$ cat src/sv/fpn_perm_ram.sv
// fpn_perm_ram: 256x8 permutation store, one write and one read port
// read data registered; no package dependency
module fpn_perm_ram (
    input  logic       i_clk,
    input  logic       i_we,
    input  logic [7:0] i_waddr,
    input  logic [7:0] i_wdata,
    input  logic [7:0] i_raddr,
    output logic [7:0] o_rdata
);
    logic [7:0] r_mem [256];

    always_ff @(posedge i_clk) begin
        if (i_we) begin
            r_mem[i_waddr] <= i_wdata;
        end
        o_rdata <= r_mem[i_raddr];
    end
endmodule

$ cat config.mk
export PLATFORM = sky130hd
export DESIGN_NAME = fpn_perm_ram
export DESIGN_NICKNAME = d
export VERILOG_FILES = /design/src/sv/fpn_perm_ram.sv
export SDC_FILE = /design/constraint.sdc
export NUM_CORES = 2
export LEC_CHECK = 0
export BUFFER_PORTS_ARGS = -buffer_cell sky130_fd_sc_hd__buf_2
export CAP_MARGIN = 5
export CORE_MARGIN = 10
export CORE_UTILIZATION = 55
export DETAILED_ROUTE_END_ITERATION = 8
export PLACE_DENSITY = 0.81
export SLEW_MARGIN = 20
export SYNTH_ARGS = -nofsm -noshare
export SYNTH_HDL_FRONTEND = slang
export SYNTH_SLANG_ARGS = --single-unit
$ cat constraint.sdc
create_clock -name i_clk -period 4 [get_ports i_clk]
set_input_delay 0.6 -clock i_clk [delete_from_list [all_inputs] [get_ports i_clk]]
set_output_delay 0.6 -clock i_clk [all_outputs]
set_load 0.05 [all_outputs]
==> flow_metrics.py <==
metrics = {
    "outcome": {
        "status": "complete, no violations",
    },
    "worst_setup_path": {
        "cp.arrival_ns": 3.83,
        "required_ns": 4.71,
        "critPathTopFamily": "simple AND/OR/NAND/NOR gates",
        "cp_num_buf_inv": 4,
        "crit_chain": "buf_8, buf_12, buf_4, mux4_2, mux4_2, nor2b_1, nor4_1, buf_4, nor4_2",
        "critPathMaxStageDelay_ns": 0.92,
        "start_kind": "input port",
        "slowest_stage": "nor4_1",
        "worstSetupPathType": "input port to flip-flop",
        "crit_fanout": 25,
        "end_kind": "flip-flop",
    },
    "cts": {
        "cts_max_level": 4,
        "cts-root-buf": "clkbuf_16",
        "clk_path_buf_depth": 3,
        "cts_setup_buffers": 0,
        "cts_resized": 0,
        "clk_pin_slew_ns": 0.07,
        "cts_hold_buf": 0,
        "clk-insertion-delay-late_ns": 0.84,
        "numCtsBuffers": 194,
        "clock-sinks": 2056,
        "cts_tree": "yes",
    },
    "global_routing": {
        "grt_pass1_vias": 41900,
        "grt_pass1_wl_mm": 298,
        "grt_usage_pct": 25.1,
        "grt_max_degree": 144,
        "antenna_found_initial": 16,
        "grt_remaining_overflow": 0,
    },
    "detailed_routing": {
        "drc": 0,
        "drt_iter0_drc": 6207,
        "routed_wl_mm": 204,
        "routed_via_density": 6.96,
        "drt-pass1-iter-count": 8,
        "ant_nets": 0,
        "vias": 41800,
        "wl_per_cell_um": 34.0,
    },
    "logic_synthesis": {
        "ys_dominant_reg_cell": "edfxtp_1",
        "ys_async_sr_fraction_pct": 0,
        "synth_area_leader_cell": "edfxtp_1",
        "yosys-top-cells-area": "edfxtp_1 77%, mux4_2 13%, mux2i_1 1.7%",
        "ys_ff_latch": 2056,
        "yosysTopAreaCellShare_pct": 77.3,
        "synth_cell_type_count": 55,
        "synth_area_sq_mm": 0.0796,
        "synth-edff-count": 2048,
        "syn_area_per_cell_sq_um": 21.3,
        "synth.most_common_cell": "edfxtp_1",
        "synth_commonest_cells": "2048 x edfxtp_1, 454 x mux4_2, 282 x nor2_1",
        "yosys_warnings": 0,
        "syn_nets": 3759,
        "yosysSeqAreaShare_pct": 77.5,
        "syn_inst": 3733,
    },
    "power": {
        "p_sw_w": 0.00971,
        "powerDensity_mw_per_mm2": 500,
        "intPower_w": 0.0349,
        "pwr-share-clk_pct": 41.5,
        "vdd_drop_max_v": 0.000421,
        "leakagePower_nw": 27.7,
        "pwr-share-seq_pct": 53.4,
        "power_frac_comb_pct": 5.1,
        "p_sw_share_pct": 21.8,
    },
    "timing": {
        "maxSlewHeadroom_pct": 18.4,
        "setup_tns_ns": 0,
        "fmax_ghz": 0.321,
        "clock_skew_ns": 0.0553,
        "worst_slew_pin_slew_ns": 1.22,
        "finalSetupViolations": 0,
        "finalHoldViolCount": 0,
        "rsz0062_at_grt": "false",
        "maxSlewViolCount": 0,
        "whs_ns": 0.243,
        "period_share_pct": 77.9,
        "period_minus_slack_ns": 3.12,
    },
    "floorplanning": {
        "design.core.area_sq_mm": 0.144,
        "fp.dieH_um": 400,
        "fp.dieW_um": 400,
        "ios": 34,
        "rows": 139,
        "dieArea_sq_mm": 0.160,
        "initial_utilization_pct": 55.4,
    },
    "finish": {
        "fin_nets": 3962,
        "fin_util_pct": 62.1,
        "fillCellCount": 9056,
        "syn_to_final_growth_pct": 12.0,
        "seqCellArea_sq_mm": 0.0617,
        "multi_input_area_sq_mm": 0.0165,
        "layout-drive-gt1-share_pct": 24.0,
    },
    "hold_path": {
        "min_path_type": "input port to flip-flop",
    },
    "job": {
        "max_cap_violations": 0,
    },
    "placed_design": {
        "gp_congestion": 0.865,
        "portBuffers": 33,
        "hpwl_mm": 119,
    },
}
[worst reg2reg max path, delay by kind of cell, from the launching register on]
family | cells | cell delay (ns)
mux | 2 | 0.98
flops | 1 | 0.40
buf+inv | 1 | 0.24
simple gates | 3 | 1.17
[logic make-up (layout without fill, tap and decap cells)]
family	after synthesis	after routing	share of synthesized area [%]
other	0	5	0
DFF	2056	2056	77.5
buffers and inverters	235	602	1.83
muxes	591	591	14.6
AOI/OAI and AO/OA	385	385	3.42
and+or+nand+nor	466	466	2.63
[sequential cells by signal (all words and copies together), names as in the netlist]
register  count
r_mem      2048
o_rdata       8
[cell usage in the layout, fill, tap and decap left out, types with 13 or more instances in the layout]
cell type	count
edfxtp_1	2048
mux4_2	454
nor2_1	279
clkbuf_16	195
buf_4	176
mux2i_1	134
a22oi_1	133
a21oi_1	96
clkbuf_1	47
o221ai_1	46
clkinv_1	45
nand3_1	34
nand2_1	33
buf_12	31
o22ai_1	28
nor2b_1	28
clkinv_2	27
nor4_1	24
nor3_1	22
buf_2	22
bufinv_16	20
a211oi_1	16
a221oi_1	13
[per-stage QoR]
stage	std cells	cell area [sq um]	power [W]	worst slack (ns)
6_report	6008	89100	0.0446	0.885
5_1_grt	6004	89100	0.0455	0.927
2_1_floorplan	3733	79600	0.0254	1.46
4_1_cts	6002	89100	0.0446	0.996
3_5_place_dp	5642	82700	0.0264	0.145
3_3_place_gp	5642	82700	0.0264	0.144
[worst paths after layout]
path                start  depth (start not counted)           to  slack [ns]
min reg2reg  r_mem[33][5]                          6   o_rdata[5]        1.00
max            i_raddr[0]                          9   o_rdata[2]        0.88
max reg2reg  r_mem[81][2]                          6   o_rdata[2]        1.11
min            i_wdata[7]                          1  r_mem[2][7]        0.24
[power groups by stage]
stage / combinational [W] / sequential [W] / clock, W
floorplan: 0.00115 / 0.0243 / 0
global placement: 0.00212 / 0.0243 / 0
detailed placement: 0.00218 / 0.0243 / 0
CTS: 0.00222 / 0.0238 / 0.0186
global route: 0.00233 / 0.0238 / 0.0194
finish: 0.00226 / 0.0238 / 0.0185
[per-layer routing]
layer	track usage [%]	vias up	share of wire, %
li1	-	16100	-
met1	32.8	21500	34
met2	39.6	3615	48
met3	6.92	655	13
met4	11.5	24	5.3
met5	0	-	0.077
[layout make-up]
class / count / area share (%)
diodes: 5 / 0.0140
clock buffers: 243 / 5.69
clock inverters: 117 / 1.47
inverters: 2 / 0.00842
multi-input cells: 1442 / 18.5
flip-flops and latches: 2056 / 69.2
well taps: 1903 / 2.67
repair buffers: 240 / 2.49
(Power assumes the default switching activity.)
