File: src/sv/fpn_fade.sv
// fpn_fade: quintic fade 6t^5-15t^4+10t^3 in Q16, three registered steps
// no package dependency
module fpn_fade (
    input  logic        i_clk,
    input  logic [15:0] i_t,
    output logic [16:0] o_f
);
    logic [31:0] r_t2;
    logic [15:0] r_t1;
    logic [15:0] r_t3;
    logic [33:0] r_q;
    logic [47:0] w_t3;
    logic [50:0] w_q;
    logic [50:0] w_f;

    assign w_t3 = r_t2 * r_t1;
    assign w_q  = 51'(r_t2) * 51'd6 + (51'd10 << 32) - (51'(r_t1) * 51'd15 << 16);
    assign w_f  = 51'(r_t3) * 51'(r_q);

    always_ff @(posedge i_clk) begin
        r_t1 <= i_t;
        r_t2 <= i_t * i_t;
        r_t3 <= w_t3[47:32];
        r_q  <= w_q[49:16];
        o_f  <= w_f[32:16];
    end
endmodule

File: config.mk
export PLATFORM = sky130hd
export DESIGN_NAME = fpn_fade
export DESIGN_NICKNAME = d
export VERILOG_FILES = /design/src/sv/fpn_fade.sv
export SDC_FILE = /design/constraint.sdc
export NUM_CORES = 2
export LEC_CHECK = 0
export BUFFER_PORTS_ARGS = -buffer_cell sky130_fd_sc_hd__buf_4
export CORE_MARGIN = 4
export CORE_UTILIZATION = 70
export DETAILED_ROUTE_END_ITERATION = 8
export PLACE_DENSITY = 0.95
export RECOVER_POWER = 100
export SETUP_SLACK_MARGIN = 0.4
export SYNTH_ARGS = -nofsm -noshare
export SYNTH_HDL_FRONTEND = slang
export SYNTH_SLANG_ARGS = --single-unit
File: constraint.sdc
create_clock -name i_clk -period 22.2 [get_ports i_clk]
set_input_delay 4.44 -clock i_clk [delete_from_list [all_inputs] [get_ports i_clk]]
set_output_delay 4.44 -clock i_clk [all_outputs]
set_load 0.05 [all_outputs]
==> flow_metrics.env <==
export IMPL_max_h_tree_level=3
export IMPL_grt_pass1_vias=34700
export IMPL_ys_seq_elements=101
export IMPL_critPathCaptureType="flip-flop"
export IMPL_drc=0
export IMPL_clock_insertion_delay_worst_skew_ns=0.41
export IMPL_cts_inserted_buffers=9
export IMPL_synthesis_area_per_instance_um2=9.01
export IMPL_slew_headroom=0.221
export IMPL_area_growth_syn_to_layout_pct=2.50
export IMPL_max_slew_worst_pin_slew_ns=1.17
export IMPL_ant_nets=0
export IMPL_grtUsageMet1=0.403
export IMPL_post_cts_buffers=0
export IMPL_worstPathRequired_ns=22.53
export IMPL_die_area_mm2=0.0598
export IMPL_slew_viols_final=0
export IMPL_postCtsHoldBufs=0
export IMPL_post_synth_inst_count=4347
export IMPL_initial_utilization=0.709
export IMPL_chipHeight_um=245
export IMPL_drt_pass_1_iters=9
export IMPL_outcome="finished clean"
export IMPL_grt_antenna_before_repair=2
export IMPL_clock_skew_final_ns=0.00913
export IMPL_synth_top_family_by_area="adder cells"
export IMPL_first_pass_grt_wire_length_mm=165
export IMPL_hold_slack_ns=1.20
export IMPL_synth_enable_flop_cells=0
export IMPL_final_period_utilization=0.490
export IMPL_core_area_mm2=0.0552
export IMPL_wl_per_cell_um=19.4
export IMPL_r2r_worst_path_cells=21
export IMPL_groute_layer_met2_usage=0.579
export IMPL_final_area_mm2=0.0401
export IMPL_critPathLaunchType="input pin"
export IMPL_arrival_ns=11.22
export IMPL_grt_overflow_total=0
export IMPL_clock_root_buffer="clkbuf_16"
export IMPL_synthesized_area_fraction_occupied_by_ao_oa_aoi_and_oai_cells=0.0622
export IMPL_final_min_clock_period_ns=10.88
export IMPL_max_freq_ghz=0.0919
export IMPL_worstHoldEndpoint="o_f[16]$_DFF_P_"
export IMPL_timing_final_hold_violations=0
export IMPL_number_of_sinks_handled_by_clock_tree_synthesis=101
export IMPL_synth_seq_area_share=0.0516
export IMPL_site_rows=86
export IMPL_yosys_mux_area_fraction=0.000288
export IMPL_antenna_cells=0
export IMPL_clock_path_buffers=2
export IMPL_routed_via_count=30000
export IMPL_worstSetupPathType="in2reg"
export IMPL_io_buffer_count=33
export IMPL_post_synth_fa_ha_maj_area_fraction=0.588
export IMPL_synth_xor_area_share=0.0318
export IMPL_yosys_area_share_simple=0.150
export IMPL_cts_tree="yes"
export IMPL_report_final_setup_viol=0
export IMPL_drive_gt1_frac=0.0150
export IMPL_wirelength_mm=97.4
export IMPL_n_fill_cell=3487
export IMPL_r2r_setup_slack_ns=14.57
export IMPL_multi_input_area_mm2=0.0325
export IMPL_synth_ff_type="dfxtp_1"
export IMPL_timing_hold_worst_path_depth=5
export IMPL_grt_busiest_layer="met2"
export IMPL_asyncSetResetFlopFracSynth=0
export IMPL_dpl_cell_area_mm2=0.0400
export IMPL_seqCellArea_mm2=0.00203
export IMPL_grt_util_met3=0.0873
export IMPL_dpl_hpwl_mm=74.7
export IMPL_fin_nets=5588
export IMPL_globalplace_congestion=0.954
export IMPL_detail_route_iter0_violations=2561
export IMPL_rsz0062_at_grt="no"
export IMPL_synth_lib_cells_used_distinct=68
export IMPL_clk_pin_slew_worst_paths_ns=0.08
export IMPL_worstHoldPathType="reg2reg"
export IMPL_critical_path_reg2reg_endpoint="r_t3[15]$_DFF_P_"
export IMPL_rr_startpoint="r_t2[19]$_DFF_P_"
export IMPL_setup_total_negative_slack_ns=0
export IMPL_synth_warning_count=0
export IMPL_final_core_utilization=0.727
export IMPL_worstHoldStart="r_q[32]$_DFF_P_"
export IMPL_maximum_number_of_pins_on_one_net_before_global_route_repair=47
export IMPL_post_synth_instance_area_mm2=0.0392
export IMPL_drt_vias_per_instance=5.97
export IMPL_drv_cap=0
export IMPL_ios=34
export IMPL_groute_usage_overall=0.344
export IMPL_critical_path_peak_fanout=17
export IMPL_die_w_um=245
export IMPL_cts_resized=0
synth_stat cells (13+ instances only):
cell type	n	area share
a211oi_1	13	0.0025
a21o_1	54	0.010
a21oi_1	107	0.014
and2_1	364	0.058
and3_1	14	0.0022
clkbuf_1	153	0.015
dfxtp_1	101	0.052
fa_1	906	0.46
ha_1	390	0.12
inv_1	1063	0.10
nand2_1	626	0.060
nand2b_1	21	0.0034
nand3_1	22	0.0028
nor2_1	100	0.0096
nor2b_1	21	0.0034
nor3_1	28	0.0036
o211ai_1	14	0.0027
o21a_1	22	0.0042
o21ai_0	46	0.0059
o21bai_1	16	0.0031
xnor2_1	96	0.021
xor2_1	46	0.010
registers in the layout (all words and copies together), names as in the netlist:
register  count
r_t2         30
r_q          22
o_f          17
r_t1         16
r_t3         16
cell families after synthesis:
logic type	Yosys count
AO/OA/AOI/OAI	358
flip-flops	101
AND/OR/NAND/NOR	1231
XOR/XNOR	142
other	2
adder cells (fa/ha/maj)	1296
multiplexers	1
buffers and inverters	1216
cell usage in the layout, fill, tap and decap left out, types with 5 or more instances in the layout:
master / count
a2111oi_0: 8
a211oi_1: 14
a21boi_0: 5
a21o_1: 54
a21oi_1: 109
a31oi_1: 12
and2_1: 364
and3_1: 14
buf_4: 29
clkbuf_1: 36
clkbuf_16: 9
conb_1: 8
dfxtp_1: 97
fa_1: 906
ha_1: 390
inv_1: 1063
nand2_1: 626
nand2b_1: 21
nand3_1: 22
nand4_1: 11
nor2_1: 100
nor2b_1: 21
nor3_1: 28
o211ai_1: 14
o21a_1: 22
o21ai_0: 48
o21ai_1: 6
o21bai_1: 16
or2_2: 5
xnor2_1: 96
xor2_1: 46
layer usage:
metal | share of wire | up-vias
met2 | 0.48 | 1980
met3 | 0.11 | 727
met1 | 0.33 | 14600
met5 | 0.00016 | -
li1 | - | 12700
met4 | 0.071 | 2
area by class of cell:
cell class                 count  share of cell area
inverter                    1063              0.0994
multi-input combinational   3036               0.811
timing repair buffer          64             0.00870
clock inverter                 5             0.00150
clock buffer                  11             0.00605
tap                          748              0.0233
sequential                   101              0.0505
through the flow:
step	std cells	setup slack, ns
final	5028	11.32
after global routing	5028	11.09
after CTS	5028	12.08
after detailed placement	5012	11.64
after global placement	5012	11.79
after floorplan	4353	11.98
worst max path at each step:
stage | from | to | slack (ns) | cells after the start
floorplan | i_t[3] | r_t2[24]$_DFF_P_ | 11.98 | 22
global placement | i_t[9] | r_t2[24]$_DFF_P_ | 11.79 | 23
detailed placement | i_t[9] | r_t2[24]$_DFF_P_ | 11.64 | 23
CTS | i_t[9] | r_t2[24]$_DFF_P_ | 12.08 | 23
global route | i_t[2] | r_t2[31]$_DFF_P_ | 11.09 | 23
finish | i_t[13] | r_t2[31]$_DFF_P_ | 11.32 | 23
worst max-delay path: stages:
cell,delay [ns]
clkbuf_1,0.64
nand2_1,0.26
fa_1,0.57
inv_1,0.05
fa_1,0.52
inv_1,0.06
fa_1,0.50
inv_1,0.06
fa_1,0.53
inv_1,0.05
fa_1,0.47
inv_1,0.05
fa_1,0.44
ha_1,0.37
or2_2,0.30
a21oi_1,0.15
a21oi_1,0.07
a2bb2oi_1,0.36
a311o_1,0.27
nand3_1,0.11
or4_1,0.45
a2111o_1,0.39
o211ai_1,0.09
Power is not shown: default switching activity piles up to over one toggle a cycle in this logic, so the estimate is an artifact.
